--- config.mk ---
export PLATFORM = sky130hd
export DESIGN_NAME = largest_owned_square
export DESIGN_NICKNAME = d
export VERILOG_FILES = /design/src/rtl/los_pkg.sv /design/src/rtl/largest_owned_square.sv
export SDC_FILE = /design/constraint.sdc
export NUM_CORES = 1
export LEC_CHECK = 0
export BUFFER_PORTS_ARGS = -buffer_cell sky130_fd_sc_hd__buf_2
export CAP_MARGIN = 20
export CORE_ASPECT_RATIO = 0.9
export CORE_MARGIN = 3
export CORE_UTILIZATION = 25
export DETAILED_ROUTE_END_ITERATION = 12
export PLACE_DENSITY_LB_ADDON = 0.08
export RECOVER_POWER = 25
export SETUP_SLACK_MARGIN = 0.2
export SLEW_MARGIN = 0
export SYNTH_ARGS = -nofsm -noshare
export SYNTH_HDL_FRONTEND = slang
export SYNTH_SLANG_ARGS = --single-unit
--- constraint.sdc ---
create_clock -name clock -period 16.9 [get_ports clock]
set_input_delay 0.845 -clock clock [delete_from_list [all_inputs] [get_ports clock]]
set_output_delay 0.845 -clock clock [all_outputs]
set_load 0.02 [all_outputs]
--- src/rtl/los_pkg.sv ---
// ----------------------------------------------------------------------------
// los_pkg
// Shared constants for the largest owned square search: field widths and
// configuration register indexes.
// ----------------------------------------------------------------------------
package los_pkg;

   // Payload and register field widths.
   localparam int OwnerWidth  = 5;
   localparam int TargetWidth = 4;
   localparam int SideWidth   = 6;
   localparam int ResultWidth = 6;

   // Configuration register indexes.
   localparam int CsrIndexWidth = 1;
   typedef logic [CsrIndexWidth-1:0] csr_index_type;
   localparam csr_index_type CSR_TARGET_OWNER = 1'd0;
   localparam csr_index_type CSR_BOARD_SIDE   = 1'd1;

   // Reset values of the configuration registers.
   localparam logic [TargetWidth-1:0] TargetOwnerReset = 4'd0;
   localparam logic [SideWidth-1:0]   BoardSideReset   = 6'd20;

   // Largest value the result field can show.
   localparam logic [ResultWidth-1:0] ResultMax = 6'd63;

endpackage

--- src/rtl/largest_owned_square.sv ---
// ----------------------------------------------------------------------------
// largest_owned_square
// Streaming maximal-square search over a raster-ordered grid of owner ids,
// reporting the side of the largest square owned by the target id per frame.
// ----------------------------------------------------------------------------
//
//  Channel   Direction  Handshake          Payload
//  req_      in         valid / stall      cell_owner (5 bits, signed)
//  rsp_      out        valid / stall      largest_side (6 bits)
//  csr_      in         valid / ready      index (1 bit), wdata (6 bits)
//
//  One cell is accepted per clock unless the input stalls. Each cell reads
//  the line-buffer memory at accept and computes and writes its size back
//  in stage one. The result loads as stage one passes a frame's last cell.
//  Reset clears the counters, the running best, the line-buffer valid bits
//  and the registers; the memory itself needs no clearing pass.
//  Input stalls only while the last cell of a frame waits on a full,
//  stalled result register.
//
module largest_owned_square #(
   parameter int MAX_SIDE = 32
) (
   input  logic                               clock,
   input  logic                               reset,
   // Cell request channel.
   input  logic                               req_valid,
   output logic                               req_stall,
   input  logic signed [los_pkg::OwnerWidth-1:0] req_cell_owner,
   // Result channel.
   output logic                               rsp_valid,
   input  logic                               rsp_stall,
   output logic [los_pkg::ResultWidth-1:0]    rsp_largest_side,
   // Configuration write channel.
   input  logic                               csr_valid,
   output logic                               csr_ready,
   input  los_pkg::csr_index_type             csr_index,
   input  logic [los_pkg::SideWidth-1:0]      csr_wdata
);
   import los_pkg::*;

   // Column address width and size width (sizes reach MAX_SIDE).
   localparam int CW = (MAX_SIDE > 1) ? $clog2(MAX_SIDE) : 1;
   localparam int SW = $clog2(MAX_SIDE + 1);

   // Configuration registers.
   logic [TargetWidth-1:0] target_owner_ff;
   logic [SideWidth-1:0]   board_side_ff;

   assign csr_ready = 1'b1;

   always_ff @(posedge clock) begin
      if (reset) begin
         target_owner_ff <= TargetOwnerReset;
         board_side_ff   <= BoardSideReset;
      end else if (csr_valid && csr_ready) begin
         unique case (csr_index)
            CSR_TARGET_OWNER: target_owner_ff <= csr_wdata[TargetWidth-1:0];
            CSR_BOARD_SIDE:   board_side_ff   <= csr_wdata;
            default: ;
         endcase
      end
   end

   // Effective side: zero acts as one, values above MAX_SIDE are clamped.
   logic [6:0]    side_ext;
   logic [SW-1:0] side_eff;

   assign side_ext = {1'b0, board_side_ff};

   always_comb begin
      priority if (board_side_ff == '0) begin
         side_eff = SW'(1);
      end else if (side_ext > 7'(MAX_SIDE)) begin
         side_eff = SW'(MAX_SIDE);
      end else begin
         side_eff = SW'(side_ext);
      end
   end

   // Pipeline control.
   logic s1_valid_ff, s1_valid_in;
   logic s1_last_ff;
   logic s1_advance;
   logic req_accept;
   logic rsp_valid_ff, rsp_valid_in;

   assign req_stall  = s1_valid_ff && s1_last_ff && rsp_valid_ff && rsp_stall;
   assign s1_advance = s1_valid_ff && !req_stall;
   assign req_accept = req_valid && !req_stall;

   // Raster counters, advanced at each accepted request.
   logic [CW-1:0] col_ff, col_in;
   logic [CW-1:0] row_ff, row_in;
   logic          col_wrap;
   logic          row_wrap;

   assign col_wrap = (SW'(col_ff) + SW'(1)) >= side_eff;
   assign row_wrap = (SW'(row_ff) + SW'(1)) >= side_eff;

   always_comb begin
      col_in = col_ff;
      row_in = row_ff;
      if (req_accept) begin
         if (col_wrap) begin
            col_in = '0;
            row_in = row_wrap ? '0 : row_ff + CW'(1);
         end else begin
            col_in = col_ff + CW'(1);
         end
      end
   end

   always_ff @(posedge clock) begin
      if (reset) begin
         col_ff <= '0;
         row_ff <= '0;
      end else begin
         col_ff <= col_in;
         row_ff <= row_in;
      end
   end

   // Stage one payload: position flags and match result of the request.
   logic [CW-1:0] s1_addr_ff;
   logic          s1_match_ff;
   logic          s1_has_row_ff;
   logic          s1_has_col_ff;

   always_ff @(posedge clock) begin
      if (req_accept) begin
         s1_addr_ff    <= col_ff;
         s1_match_ff   <= !req_cell_owner[OwnerWidth-1]
                          && (req_cell_owner[TargetWidth-1:0] == target_owner_ff);
         s1_has_row_ff <= (row_ff != '0);
         s1_has_col_ff <= (col_ff != '0);
         s1_last_ff    <= col_wrap && row_wrap;
      end
   end

   assign s1_valid_in = req_accept ? 1'b1 : (s1_advance ? 1'b0 : s1_valid_ff);

   always_ff @(posedge clock) begin
      if (reset) begin
         s1_valid_ff <= 1'b0;
      end else begin
         s1_valid_ff <= s1_valid_in;
      end
   end

   // Line buffer: one size per column, read at accept, written at commit.
   logic [SW-1:0]       above_mem [MAX_SIDE];
   logic [SW-1:0]       above_rd_ff;
   logic [MAX_SIDE-1:0] above_vld_ff;
   logic                above_rd_vld_ff;
   logic                fwd_hit_ff;
   logic [SW-1:0]       fwd_data_ff;
   logic [SW-1:0]       cur_size;

   always_ff @(posedge clock) begin
      if (s1_advance) begin
         above_mem[s1_addr_ff] <= cur_size;
      end
      if (req_accept) begin
         above_rd_ff <= above_mem[col_ff];
      end
   end

   // Valid bits stand in for the all-zero reset of the line buffer.
   always_ff @(posedge clock) begin
      if (reset) begin
         above_vld_ff <= '0;
      end else if (s1_advance) begin
         above_vld_ff[s1_addr_ff] <= 1'b1;
      end
   end

   // Forward a write that lands on the entry being read in the same cycle.
   always_ff @(posedge clock) begin
      if (req_accept) begin
         above_rd_vld_ff <= above_vld_ff[col_ff];
         fwd_hit_ff      <= s1_advance && (s1_addr_ff == col_ff);
         fwd_data_ff     <= cur_size;
      end
   end

   // Stage one: neighbor sizes and the min-and-add step.
   logic [SW-1:0] left_ff;
   logic [SW-1:0] diag_ff;
   logic [SW-1:0] above_size;
   logic [SW-1:0] left_size;
   logic [SW-1:0] diag_size;
   logic [SW-1:0] min_ab;
   logic [SW-1:0] min_all;

   always_comb begin
      priority if (!s1_has_row_ff) begin
         above_size = '0;
      end else if (fwd_hit_ff) begin
         above_size = fwd_data_ff;
      end else if (above_rd_vld_ff) begin
         above_size = above_rd_ff;
      end else begin
         above_size = '0;
      end
   end

   assign left_size = s1_has_col_ff ? left_ff : '0;
   assign diag_size = (s1_has_col_ff && s1_has_row_ff) ? diag_ff : '0;
   assign min_ab    = (above_size < left_size) ? above_size : left_size;
   assign min_all   = (min_ab < diag_size) ? min_ab : diag_size;
   assign cur_size  = s1_match_ff ? min_all + SW'(1) : '0;

   always_ff @(posedge clock) begin
      if (s1_advance) begin
         left_ff <= cur_size;
         diag_ff <= above_size;
      end
   end

   // Running best of the frame, cleared when the frame's last cell loads the result.
   logic [SW-1:0] best_ff, best_in;
   logic [SW-1:0] best_now;

   assign best_now = (cur_size > best_ff) ? cur_size : best_ff;

   always_comb begin
      best_in = best_ff;
      if (s1_advance) begin
         best_in = s1_last_ff ? '0 : best_now;
      end
   end

   always_ff @(posedge clock) begin
      if (reset) begin
         best_ff <= '0;
      end else begin
         best_ff <= best_in;
      end
   end

   // Result register, saturated to the field width.
   logic [ResultWidth-1:0] rsp_side_ff;
   logic [7:0]             best_wide;

   assign best_wide = 8'(best_now);

   always_comb begin
      rsp_valid_in = rsp_valid_ff && rsp_stall;
      if (s1_advance && s1_last_ff) begin
         rsp_valid_in = 1'b1;
      end
   end

   always_ff @(posedge clock) begin
      if (reset) begin
         rsp_valid_ff <= 1'b0;
      end else begin
         rsp_valid_ff <= rsp_valid_in;
      end
   end

   always_ff @(posedge clock) begin
      if (s1_advance && s1_last_ff) begin
         rsp_side_ff <= (best_wide > 8'(ResultMax)) ? ResultMax
                                                    : best_wide[ResultWidth-1:0];
      end
   end

   assign rsp_valid        = rsp_valid_ff;
   assign rsp_largest_side = rsp_side_ff;

   // Checks on the pipeline and the frame bookkeeping.
   a_stall_only_on_last : assert property (@(posedge clock) disable iff (reset)
      req_stall |-> (s1_valid_ff && s1_last_ff && rsp_valid_ff))
      else $error("request stalled without a pending frame result");

   a_last_gives_result : assert property (@(posedge clock) disable iff (reset)
      (s1_advance && s1_last_ff) |=> (rsp_valid_ff && best_ff == '0))
      else $error("frame end did not load the result and clear the best");

   a_best_grows : assert property (@(posedge clock) disable iff (reset)
      (s1_advance && !s1_last_ff) |=> (best_ff >= $past(best_ff)))
      else $error("running best decreased within a frame");

   a_result_bound : assert property (@(posedge clock) disable iff (reset)
      rsp_valid_ff |-> (8'(rsp_side_ff) <= 8'(MAX_SIDE)))
      else $error("result exceeds the largest grid side");

endmodule

Word-level counts from Yosys, hierarchy flattened
Memories as Yosys holds them, arrays and structs flattened. A register that Yosys moved wholly into a read port is not among the register bits.
Index checks and enable logic that the tools add are counted.
- flip-flop bits (word level): 95
- bits in writable memories: 192
- input bits: 17
- output and inout bits: 9
- logic and storage cells: 83
- memories kept: 1
- add/subtract/negate cells: 5
- $lt $le $gt $ge: 10
- eq/ne operators: 2
- multiplexer cells: 23
- bitwise logic cells: 2
- reductions and logical operators: 21
- memory list (memory ; depth ; bits a word ; read ports ; clocked after Yosys merged registers in ; write ports ; line ; source):
    above_mem ; 32 ; 6 ; 1 ; 1 ; 1 ; largest_owned_square.sv:151 ; logic [SW-1:0] above_mem [MAX_SIDE];
- operators with widths (operator ; count):
    $mux 6 ; 12
    $or 32x32->32 ; 1
    $add 5x1->6 const B ; 2
    $ge 6x6->1 ; 2
    $gt 6x6->1 const B ; 2
    $logic_and 1x1->1 ; 12
    $lt 5x6->1 const B ; 2
    $lt 6x6->1 ; 2
    $add 5x1->5 const B ; 2
    $mux 5 ; 2
    $reduce_bool 5->1 ; 2
    $mux 1 ; 7
    $add 6x1->6 const B ; 1
    $gt 6x6->1 ; 1
    $logic_not 6->1 ; 1
    $reduce_and 2->1 ; 3
    $bmux 1 s5 ; 1
    $demux 1 s5 ; 1
    $eq 5x5->1 ; 1
    $ge 5x1->1 const B ; 1
    $eq 4x4->1 ; 1
    $logic_not 1->1 ; 2
    $reduce_bool 2->1 ; 1
    $not 1->1 ; 1

Logic depth before layout (Yosys ltp)
Gate-level depths: netlist of the first run.
- word-level depth: 12
- gate-level depth with buffers: 33
- gate-level depth less buffers: 32

Least setup slack after synthesis of the first run
No wires, ideal clock.
- path type: register to register
- start: register fwd_hit_ff
- end: register rsp_side_ff[0] (netlist: rsp_largest_side[0]), data pin
- setup time: 0.260 ns
- arrival: 6.199 ns
- data required time: 16.640 ns
- setup slack: 10.441 ns
- cell stages (with the launch flop): 29
- path buffers: 1
- clock period less this slack: 6.459 ns
- cells stage by stage: edfxtp_1 -> nor2b_1 -> a22oi_1 -> nor2b_1 -> ha_1 -> nand3_1 -> nor3b_1 -> mux2i_4 -> o211ai_4 -> o21ai_0 -> ha_1 -> nand2_1 -> o21ai_1 -> nor3_1 -> and3b_1 -> o21bai_2 -> o21ai_0 -> ha_1 -> nand4_1 -> xnor2_1 -> nor2_1 -> a21oi_1 -> nor2_1 -> ha_1 -> nand2_1 -> o21ai_0 -> o21a_1 -> clkbuf_1 -> mux2_2
- longest elaborated chain between the ends: 11
- RTL lines (item ; line ; source):
    start: declaration ; largest_owned_square.sv:155 ; logic fwd_hit_ff;
    start signal: assignment ; largest_owned_square.sv:181 ; fwd_hit_ff <= s1_advance && (s1_addr_ff == col_ff);
    $mux 6 * ; largest_owned_square.sv:198 ; end else if (fwd_hit_ff) begin
    $mux 6 * ; largest_owned_square.sv:196 ; priority if (!s1_has_row_ff) begin
    via above_size[5] ; largest_owned_square.sv:189 ; logic [SW-1:0] above_size;
    $lt 6x6->1 ; largest_owned_square.sv:209 ; assign min_ab = (above_size < left_size) ? above_size : left_size;
    $mux 6 * ; largest_owned_square.sv:209 ;
    $lt 6x6->1 ; largest_owned_square.sv:210 ; assign min_all = (min_ab < diag_size) ? min_ab : diag_size;
    $mux 6 * ; largest_owned_square.sv:210 ;
    $add 6x1->6 * ; largest_owned_square.sv:211 ; assign cur_size = s1_match_ff ? min_all + SW'(1) : '0;
    $mux 6 * ; largest_owned_square.sv:211 ;
    via cur_size[4] ; largest_owned_square.sv:157 ; logic [SW-1:0] cur_size;
    $gt 6x6->1 ; largest_owned_square.sv:224 ; assign best_now = (cur_size > best_ff) ? cur_size : best_ff;
    $mux 6 * ; largest_owned_square.sv:224 ;
    $gt 6x6->1 ; largest_owned_square.sv:264 ; rsp_side_ff <= (best_wide > 8'(ResultMax)) ? ResultMax
    end signal: assignment ; largest_owned_square.sv:264 ;
    end: declaration ; largest_owned_square.sv:242 ; logic [ResultWidth-1:0] rsp_side_ff;
The timed path passes the listed nets; every way through them passes the cells marked *.
A chain may end at the register's enable or synchronous reset.

Worst setup path in the final report of the first run
- start: register fwd_hit_ff
- end: register best_ff[1]
- longest elaborated chain between the ends: 11
- RTL lines (item ; line ; source):
    $mux 6 * ; largest_owned_square.sv:198 ;
    $mux 6 * ; largest_owned_square.sv:196 ;
    via above_size[5] ; largest_owned_square.sv:189 ;
    $lt 6x6->1 ; largest_owned_square.sv:209 ;
    $mux 6 * ; largest_owned_square.sv:209 ;
    $lt 6x6->1 ; largest_owned_square.sv:210 ;
    $mux 6 * ; largest_owned_square.sv:210 ;
    $add 6x1->6 * ; largest_owned_square.sv:211 ;
    $mux 6 * ; largest_owned_square.sv:211 ;
    via cur_size[4] ; largest_owned_square.sv:157 ;
    $gt 6x6->1 * ; largest_owned_square.sv:224 ;
    $mux 6 * ; largest_owned_square.sv:224 ;
    $mux 6 * ; largest_owned_square.sv:229 ; best_in = s1_last_ff ? '0 : best_now;
    end signal: assignment ; largest_owned_square.sv:237 ; best_ff <= best_in;
    end: declaration ; largest_owned_square.sv:221 ; logic [SW-1:0] best_ff, best_in;
Marked as above.

==> flow_summary.json, run 1 <==
{
  "clk_pin_slew_worst_paths_ps": 50,
  "vias": 6815,
  "power_leakage_nw": 4.881,
  "root_buffer": "clkbuf_16",
  "regToRegSetupSlack_ps": 9860,
  "hold_violations": 0,
  "grt_pass1_vias": 7055,
  "reg2reg_from": "fwd_hit_ff$_DFFE_PP_",
  "whs_endpoint": "best_ff[3]$_SDFFE_PP0P_",
  "die_w_um": 241.8,
  "r2r-end": "best_ff[1]$_SDFFE_PP0P_",
  "cts_hold_buf": 0,
  "drt_wl_total_mm": 30.53,
  "yosysSeqAreaShare_pct": 65.52,
  "multi_input_area_um2": 4085,
  "cpMaxStageDelayCell": "edfxtp_1",
  "finalMaxSlewViolations": 179,
  "hp-start": "best_ff[3]$_SDFFE_PP0P_",
  "syn_to_final_growth_pct": 16.42,
  "max_cap_violations": 5,
  "worst_hold_path.num_cells": 1,
  "clock_sinks": 293,
  "htreeDepth": 2,
  "synthArstFlopShare_pct": 0,
  "netlist_instances": 818,
  "end_kind": "flop",
  "fp-row-count": 77,
  "insertion_delay_ps": 510,
  "cts_resized": 0,
  "path_max_fanout": 35,
  "cp_slowest_stage_delay_ps": 500,
  "start_util_pct": 25.37,
  "cts_setup_buffers": 0,
  "grt_start_max_net_pins": 61,
  "ys_warn_count": 0,
  "violations": "capacitance limit, slew limit",
  "cp_common_cell": "ha_1",
  "finalSetupTns_ps": 0,
  "worst_pin_slew_ps": 3055,
  "period_share_pct": 41.64,
  "crit_arrival_ps": 7320,
  "ant_nets": 0,
  "routed_via_density": 4.391,
  "reg2reg_depth": 30,
  "core_um2": 49330,
  "worstSetupStartpointType": "flop",
  "numPortBuffers": 24,
  "fillers": 5019,
  "cts_tree": "done",
  "worst_hold_slack_ps": 460.7,
  "synth_edf_count": 233,
  "nets": 904,
  "gp_congestion": 0.7187,
  "max_slew_margin_pct": -103.7,
  "synth-seq-cells": 293,
  "synth.avg_cell_area_um2": 15.30,
  "grt_pass1_wl_mm": 46.86,
  "final_layout_size_suffix_gt1_share_pct": 19.77,
  "peakVddDrop_v": 0.00005747,
  "dieArea_um2": 52770,
  "track_usage_pct": 11.78,
  "worstPathRequired_ps": 17180,
  "die_h_um": 218.2,
  "synthFlopType": "edfxtp_1",
  "io_pins": 26,
  "dp_hpwl_mm": 19.84,
  "clock.fmax_mhz": 142.1,
  "antenna_found_initial": 1,
  "rsz0062_at_grt": "no",
  "routedWlPerCell_um": 19.67,
  "drtIter0Drc": 407,
  "synth_nets": 867,
  "synth_area_um2": 12510,
  "dr.pass1.iters": 5,
  "numCtsBuffers": 35,
  "setup_viol": 0,
  "drc": 0,
  "status": "finished, violations left",
  "ys_types": 57,
  "seq_area_um2": 8198,
  "ctsLongestPathBuffers": 3,
  "min_path_type": "flop to flop",
  "critPathKind": "flop to flop",
  "overflow": 0,
  "power_density_nw_per_um2": 116.9,
  "clock_skew_ps": 18.32,
  "fin_crit_ps": 7036
}
-- worst max-delay path by stage --
| stage | cells past startpoint | from | to | slack, ps |
|---|---|---|---|---|
| after floorplan | 28 | fwd_hit_ff$_DFFE_PP_ | rsp_largest_side[0]$_SDFFCE_PN1P_ | 10440 |
| after global placement | 30 | fwd_hit_ff$_DFFE_PP_ | best_ff[1]$_SDFFE_PP0P_ | 10150 |
| after detailed placement | 30 | fwd_hit_ff$_DFFE_PP_ | best_ff[1]$_SDFFE_PP0P_ | 10010 |
| after CTS | 30 | fwd_hit_ff$_DFFE_PP_ | best_ff[1]$_SDFFE_PP0P_ | 9950 |
| after global routing | 31 | fwd_hit_ff$_DFFE_PP_ | best_ff[1]$_SDFFE_PP0P_ | 9140 |
| final | 30 | fwd_hit_ff$_DFFE_PP_ | best_ff[1]$_SDFFE_PP0P_ | 9860 |
-- Yosys cell counts (all sizes together), types with 2 or more instances --
cell	number	area [µm²]
o211ai	2	28.78
or4b	2	20.02
o21ai	15	78.83
nand4	8	50.05
a211o	2	17.52
a21oi	24	120.1
o21ba	11	110.1
nor2b	6	37.54
o21a	2	15.01
o32ai	3	26.28
nand3	27	135.1
nor4	2	12.51
nand2	43	161.4
nand2b	6	37.54
xnor2	15	131.4
xor2	10	87.58
and2	7	43.79
o21bai	2	18.77
mux4	70	1577
o22ai	4	25.02
ha	32	400.4
nor3	13	65.06
or2	2	12.52
or3	2	12.51
nor2	102	382.9
mux2i	9	102.6
edfxtp	233	6997
a31o	2	17.52
a22o	3	26.28
a21o	9	67.56
a22oi	2	15.01
mux2	9	101.4
dfxtp	60	1201
buf	11	45.05
and3b	2	17.52
nor3b	2	15.01
and3	5	31.28
inv	25	93.84
clkbuf	25	93.84
-- placed cells by master (no fill, tap or decap), types with 8 or more instances in the layout --
cell | synthesis | final
mux4_2 | 70 | 70
inv_1 | 24 | 24
dfxtp_1 | 60 | 60
a21oi_1 | 24 | 24
o21ai_0 | 12 | 13
nor2_1 | 102 | 99
mux2_2 | 9 | 9
buf_2 | 0 | 16
a21o_1 | 9 | 9
xnor2_1 | 15 | 15
xor2_1 | 10 | 10
clkbuf_16 | 0 | 37
nor3_1 | 13 | 13
o21ba_2 | 11 | 11
edfxtp_1 | 233 | 233
nand2_1 | 43 | 43
nand3_1 | 27 | 27
mux2i_1 | 8 | 8
clkbuf_1 | 25 | 23
nand4_1 | 8 | 8
ha_1 | 32 | 32
-- layout make-up --
class	instances	area share (%)
Clock inverter	12	1.108
Antenna cell	1	0.01718
Timing Repair Buffer	36	1.245
Clock buffer	50	6.897
Multi-Input combinational cell	464	28.04
Tap cell	671	5.764
Inverter	25	0.6442
Sequential cell	293	56.28
-- where the power goes --
group | total, mW | internal, mW | switching, mW
clock | 0.765 | 0.474 | 0.291
combinational | 0.133 | 0.0567 | 0.0759
sequential | 0.805 | 0.791 | 0.0145
-- critical path: cells and delay by family (launching register included) --
kind | cells | cell delay, ps
flops | 1 | 500
xor+xnor | 1 | 150
fa+ha+maj | 4 | 1040
simple gates | 11 | 1640
compound gates | 10 | 2280
buf+inv | 1 | 260
mux | 3 | 930
-- layer usage --
| metal | vias up | GRT usage [%] | share of wire, % |
|---|---|---|---|
| met5 | - | 0 | 0 |
| met4 | 0 | 3.646 | 2.5 |
| met3 | 54 | 2.306 | 4.6 |
| met2 | 115 | 17.79 | 44 |
| met1 | 3446 | 17.08 | 49 |
| li1 | 3200 | - | - |
-- cell families after synthesis --
group | share of synthesized area, %
compound gates | 5.010
flops | 65.52
xor+xnor | 1.750
fa+ha+maj | 3.200
simple gates | 8.400
other cells | 0.02997
mux | 14.23
buf+inv | 1.860
-- stage by stage --
stage	instance area, µm²	std cells	total power [mW]	util, %	setup WS, ps
finish	14570	1552	1.703	29.53	9864
global route	14560	1551	1.778	29.53	9140
CTS	14590	1550	1.734	29.59	9947
detailed placement	13430	1488	0.9564	27.22	10010
global placement	13430	1488	0.9588	27.22	10150
floorplan	12510	818	0.9108	-	10440
-- sequential cells by signal, summed over array words and instances (netlist names), 4 cells and up --
| name | cells |
|---|---|
| best_ff | 6 |
| s1_addr_ff | 5 |
| above_mem | 192 |
| row_ff | 5 |
| fwd_data_ff | 6 |
| col_ff | 5 |
| target_owner_ff | 4 |
| above_vld_ff | 32 |
| rsp_largest_side | 6 |
| board_side_ff | 6 |
| left_ff | 6 |
| above_rd_ff | 6 |
| diag_ff | 6 |
Note: power is estimated with default switching activity, not from simulation.
==> run 2: changes to the inputs <==
clock period = 6.3 ns   (was 16.9 ns; I/O delays follow)
==> flow_summary.json, run 2 (same netlist as run 1, synthesis figures left out) <==
{
  "core_um2": 49330,
  "finalPower_mw": 4.553,
  "track_usage_pct": 12.00,
  "crit_arrival_ps": 6200,
  "antenna_found_initial": 1,
  "fin_crit_ps": 5781,
  "end_kind": "flop",
  "htreeDepth": 2,
  "syn_to_final_growth_pct": 18.99,
  "worst_hold_slack_ps": 46.88,
  "dp_hpwl_mm": 19.89,
  "die_h_um": 218.2,
  "die_w_um": 241.8,
  "finalMaxSlewViolations": 20,
  "final_cell_mix": "edfxtp_1 (233), nor2_1 (97), mux4_2 (70), dfxtp_1 (58), nand2_1 (41)",
  "numCtsBuffers": 35,
  "top_regs": "above_mem: 192 flops, above_vld_ff: 32 flops",
  "clock.fmax_mhz": 173.0,
  "fillers": 4998,
  "power_density_nw_per_um2": 305.8,
  "clock_skew_ps": 15.07,
  "routedWlPerCell_um": 19.97,
  "worst_hold_path.num_cells": 3,
  "dr.pass1.iters": 4,
  "grt_start_max_net_pins": 62,
  "pwr-share-clk_pct": 43.4,
  "fin_util_pct": 30.18,
  "clk_pin_slew_worst_paths_ps": 60,
  "regMostFlops": "above_mem",
  "cp_common_cell": "inv_1",
  "ctsLongestPathBuffers": 3,
  "drtIter0Drc": 414,
  "final_layout_size_suffix_gt1_share_pct": 25.06,
  "hp-start": "csr_wdata[2]",
  "status": "finished, violations left",
  "grt_pass1_vias": 7051,
  "cpMaxStageDelayCell": "or3_4",
  "finalInstanceArea_um2": 14890,
  "grt_pass1_wl_mm": 47.22,
  "reg2reg_depth": 30,
  "period_share_pct": 91.76,
  "io_pins": 26,
  "hold_violations": 0,
  "p_int_mw": 3.488,
  "nets": 926,
  "p_switching_mw": 1.065,
  "max_slew_margin_pct": -8.250,
  "min_path_type": "primary input to flop",
  "cts_tree": "done",
  "path_max_fanout": 8,
  "whs_endpoint": "target_owner_ff[2]$_SDFFE_PP0P_",
  "vias": 6942,
  "r2r-end": "best_ff[5]$_SDFFE_PP0P_",
  "fp-row-count": 77,
  "overflow": 0,
  "drc": 0,
  "rsz0062_at_grt": "no",
  "insertion_delay_ps": 530,
  "drt_wl_total_mm": 31.45,
  "reg2reg_from": "above_rd_vld_ff$_DFFE_PP_",
  "largest_register_ff_count": 192,
  "dieArea_um2": 52770,
  "routed_via_density": 4.408,
  "worst_pin_slew_ps": 1624,
  "worstPathRequired_ps": 6720,
  "seqPwrFrac_pct": 47.2,
  "ant_nets": 0,
  "violations": "capacitance limit, slew limit",
  "root_buffer": "clkbuf_16",
  "power_frac_comb_pct": 9.5,
  "cp_slowest_stage_delay_ps": 430,
  "max_cap_violations": 1,
  "clock_sinks": 293,
  "numPortBuffers": 24,
  "setup_viol": 0,
  "worstSetupStartpointType": "flop",
  "critPathKind": "flop to flop",
  "regToRegSetupSlack_ps": 520,
  "power_leakage_nw": 5.005,
  "mostFrequentLayoutCell": "edfxtp_1",
  "peakVddDrop_v": 0.0001390,
  "switching_share_pct": 23.40,
  "dpl_cell_area_um2": 13510,
  "start_util_pct": 25.37,
  "gp_congestion": 0.7144
}
==> run 2: cell types whose count changed in the layout (fill, tap and decap cells not counted), sizes merged <==
cell	change
buf	+19
clkinv	+4
clkbuf	-3
bufinv	-1
diode	+1
dlygate4sd3	+1
inv	+1
o211ai	+1
==> run 2: how the worst max path moves through the flow <==
| stage | slack, ps | depth (start not counted) | endpoint | from |
|---|---|---|---|---|
| finish | 520 | 30 | best_ff[5]$_SDFFE_PP0P_ | above_rd_vld_ff$_DFFE_PP_ |
| CTS | 200 | 31 | best_ff[5]$_SDFFE_PP0P_ | above_rd_vld_ff$_DFFE_PP_ |
| floorplan | 230 | 28 | rsp_largest_side[0]$_SDFFCE_PN1P_ | fwd_hit_ff$_DFFE_PP_ |
| global placement | 60 | 30 | best_ff[1]$_SDFFE_PP0P_ | fwd_hit_ff$_DFFE_PP_ |
| global route | 190 | 32 | best_ff[5]$_SDFFE_PP0P_ | fwd_hit_ff$_DFFE_PP_ |
| detailed placement | -2 | 31 | best_ff[5]$_SDFFE_PP0P_ | fwd_hit_ff$_DFFE_PP_ |
==> run 2: per-stage QoR <==
step / cells / TNS [ps] / setup slack (ps)
3_3_place_gp: 1498 / 0 / 59.39
2_1_floorplan: 818 / 0 / 230.3
3_5_place_dp: 1498 / -1.985 / -1.985
4_1_cts: 1561 / 0 / 201.0
5_1_grt: 1573 / 0 / 188.2
6_report: 1575 / 0 / 519.3
==> run 2: layout make-up <==
class	instances	area, µm²	area share, %
repair buffers	57	345.3	2.320
flip-flops and latches	293	8203	55.10
clock inverters	16	153.9	1.034
well taps	671	839.6	5.639
diodes	2	5.005	0.03362
inverters	25	93.84	0.6303
clock buffers	46	947.2	6.362
multi-input cells	465	4300	28.88
==> run 2: worst max-delay path: cells and delay by family, from the launching register on <==
kind	cells	cell delay, ps
AOI/OAI and AO/OA	12	1970
DFF	1	400
adders and majority gates	4	1070
and+or+nand+nor	9	1700
buffers and inverters	5	520
==> run 2: metal layers <==
layer  track usage (%)  routed length, µm  vias up  part of all wire [%]
li1                  -                  -     3247                     -
met1             17.15              15460     3571                    49
met2             18.59              14490       89                    46
met5                 0                  0        -                     0
met3             2.576                960       35                   3.1
met4             2.925                533        0                   1.7
==> run 2: repair_timing <==
action                                 4_1_cts  5_1_grt
buffers inserted                             0       10
pin swaps                                    1       17
setup endpoints to repair                   12       12
endpoints found under the hold margin        1        0
gates resized for setup                      6       41
hold buffers                                 1        0
gates cloned                                 0        1
==> run 2: power groups by stage <==
stage | Clock [mW] | Sequential (mW) | Combinational, mW
after floorplan | 0 | 2.17 | 0.272
after global placement | 0 | 2.19 | 0.397
after detailed placement | 0 | 2.19 | 0.393
after CTS | 2.05 | 2.15 | 0.396
after global routing | 2.13 | 2.15 | 0.473
final | 1.97 | 2.15 | 0.431
==> run 3: changes to the inputs <==
CELL_PAD_IN_SITES_DETAIL_PLACEMENT = 0   (was not set)
CELL_PAD_IN_SITES_GLOBAL_PLACEMENT = 1   (was not set)
==> flow_summary.json, run 3 (same netlist as run 1, synthesis figures left out) <==
{
  "status": "finished, violations left",
  "violations": "capacitance limit, slew limit",
  "track_usage_pct": 12.49,
  "cpMaxStageDelayCell": "edfxtp_1",
  "root_buffer": "clkbuf_16",
  "largest_register_ff_count": 192,
  "drc": 0,
  "min_path_type": "primary input to flop",
  "syn_to_final_growth_pct": 18.77,
  "regMostFlops": "above_mem",
  "numPortBuffers": 24,
  "nets": 928,
  "die_h_um": 218.2,
  "final_cell_mix": "edfxtp_1 (233), nor2_1 (98), mux4_2 (70), dfxtp_1 (60), nand2_1 (42)",
  "insertion_delay_ps": 550,
  "ctsLongestPathBuffers": 3,
  "dieArea_um2": 52770,
  "power_leakage_nw": 5.011,
  "route.met3.wl_mm": 1.120,
  "max_slew_margin_pct": -143.9,
  "fp-row-count": 77,
  "routedWlPerCell_um": 20.80,
  "peakVddDrop_v": 0.0001833,
  "numCtsBuffers": 36,
  "htreeDepth": 2,
  "worstPathRequired_ps": 6720,
  "n_antenna_cell": 0,
  "hold_violations": 0,
  "final_layout_size_suffix_gt1_share_pct": 24.92,
  "clock_sinks": 293,
  "cp_common_cell": "ha_1",
  "clk_pin_slew_worst_paths_ps": 50,
  "top_layer": "met4",
  "clock.fmax_mhz": 173.6,
  "gp_congestion": 0.7395,
  "vias": 7118,
  "finalPower_mw": 4.574,
  "top_regs": "above_mem: 192 flops, above_vld_ff: 32 flops",
  "finalMaxSlewViolations": 111,
  "fin_util_pct": 30.13,
  "finalSetupTns_ps": 0,
  "end_kind": "flop",
  "grt_pass1_wl_mm": 48.87,
  "worstSetupStartpointType": "flop",
  "cts_tree": "done",
  "worst_pin_slew_ps": 3658,
  "io_pins": 26,
  "fin_crit_ps": 5761,
  "dr.pass1.iters": 5,
  "antenna_found_initial": 3,
  "dp_hpwl_mm": 20.38,
  "ant_nets": 0,
  "start_util_pct": 25.37,
  "critPathKind": "flop to flop",
  "clock_skew_ps": 18.87,
  "core_um2": 49330,
  "power_density_nw_per_um2": 307.8,
  "period_share_pct": 91.44,
  "rsz0062_at_grt": "no",
  "grt_start_max_net_pins": 61,
  "routed_via_density": 4.511,
  "mostFrequentLayoutCell": "edfxtp_1",
  "grt_pass1_vias": 7353,
  "max_cap_violations": 3,
  "crit_arrival_ps": 6180,
  "wl_met2_mm": 15.08,
  "die_w_um": 241.8,
  "drtIter0Drc": 412,
  "cp_slowest_stage_delay_ps": 400,
  "setup_viol": 0,
  "drt_wl_total_mm": 32.83,
  "path_max_fanout": 8,
  "overflow": 0,
  "drt-met1-wl_mm": 15.98
}
[run 3: power breakdown]
part           total [mW]  leakage, nW  internal [mW]  switching (mW)
combinational       0.441         1.78          0.199           0.242
clock                1.98        0.548           1.16           0.823
sequential           2.15         2.68           2.12          0.0332
[run 3: routing by layer]
| layer | GRT usage, % | vias to the layer above |
|---|---|---|
| met4 | 3.766 | 0 |
| met1 | 17.72 | 3694 |
| met5 | 0 | - |
| met3 | 2.319 | 38 |
| li1 | - | 3266 |
| met2 | 19.50 | 120 |
[run 3: through the flow]
step | setup slack (ps) | hold WS, ps | instance area (µm²) | instances
5_1_grt | 141.7 | 35.67 | 14860 | 1578
3_3_place_gp | 86.53 | 443.8 | 13470 | 1493
2_1_floorplan | 230.3 | 432.3 | 12520 | 818
6_report | 539.0 | 46.30 | 14860 | 1578
3_5_place_dp | -92.56 | 454.9 | 13470 | 1493
4_1_cts | 213.3 | 0.8827 | 14660 | 1564
[run 3: final timing paths]
path                                                    start                            end  slack, ps  cells past startpoint
worst max-delay path                above_rd_vld_ff$_DFFE_PP_        best_ff[5]$_SDFFE_PP0P_        540                     29
worst min-delay path                             csr_wdata[5]  board_side_ff[5]$_SDFFE_PP0P_         50                      3
worst max register to register      above_rd_vld_ff$_DFFE_PP_        best_ff[5]$_SDFFE_PP0P_        540                     29
worst min register to register  board_side_ff[0]$_SDFFE_PP0P_  board_side_ff[0]$_SDFFE_PP0P_        460                      2
[run 3: repair_timing]
| action | in CTS | in global routing |
|---|---|---|
| resized for setup | 7 | 30 |
| cloned | 0 | 1 |
| pin swaps | 1 | 10 |
| buffers inserted | 4 | 12 |
| hold buffers | 1 | 0 |
| endpoints found under the setup margin | 12 | 12 |
| hold endpoints to repair | 1 | 0 |
[run 3: layout make-up]
| cell class | count | area (µm²) |
|---|---|---|
| Tap cell | 671 | 839.6 |
| Fill cell | 5004 | 34470 |
| Multi-Input combinational cell | 465 | 4254 |
| Sequential cell | 293 | 8198 |
| Clock inverter | 19 | 127.6 |
| Inverter | 25 | 93.84 |
| Clock buffer | 47 | 993.5 |
| Timing Repair Buffer | 58 | 354.1 |
[run 3: worst max-delay path: cells and delay by family (launching register included)]
kind                       cells  cell delay [ps]
adders and majority gates      3              880
xor gates and xnor gates       1              220
DFF                            1              400
muxes                          3              480
buffers and inverters          2              200
and+or+nand+nor               12             1820
AOI/OAI and AO/OA              8             1650
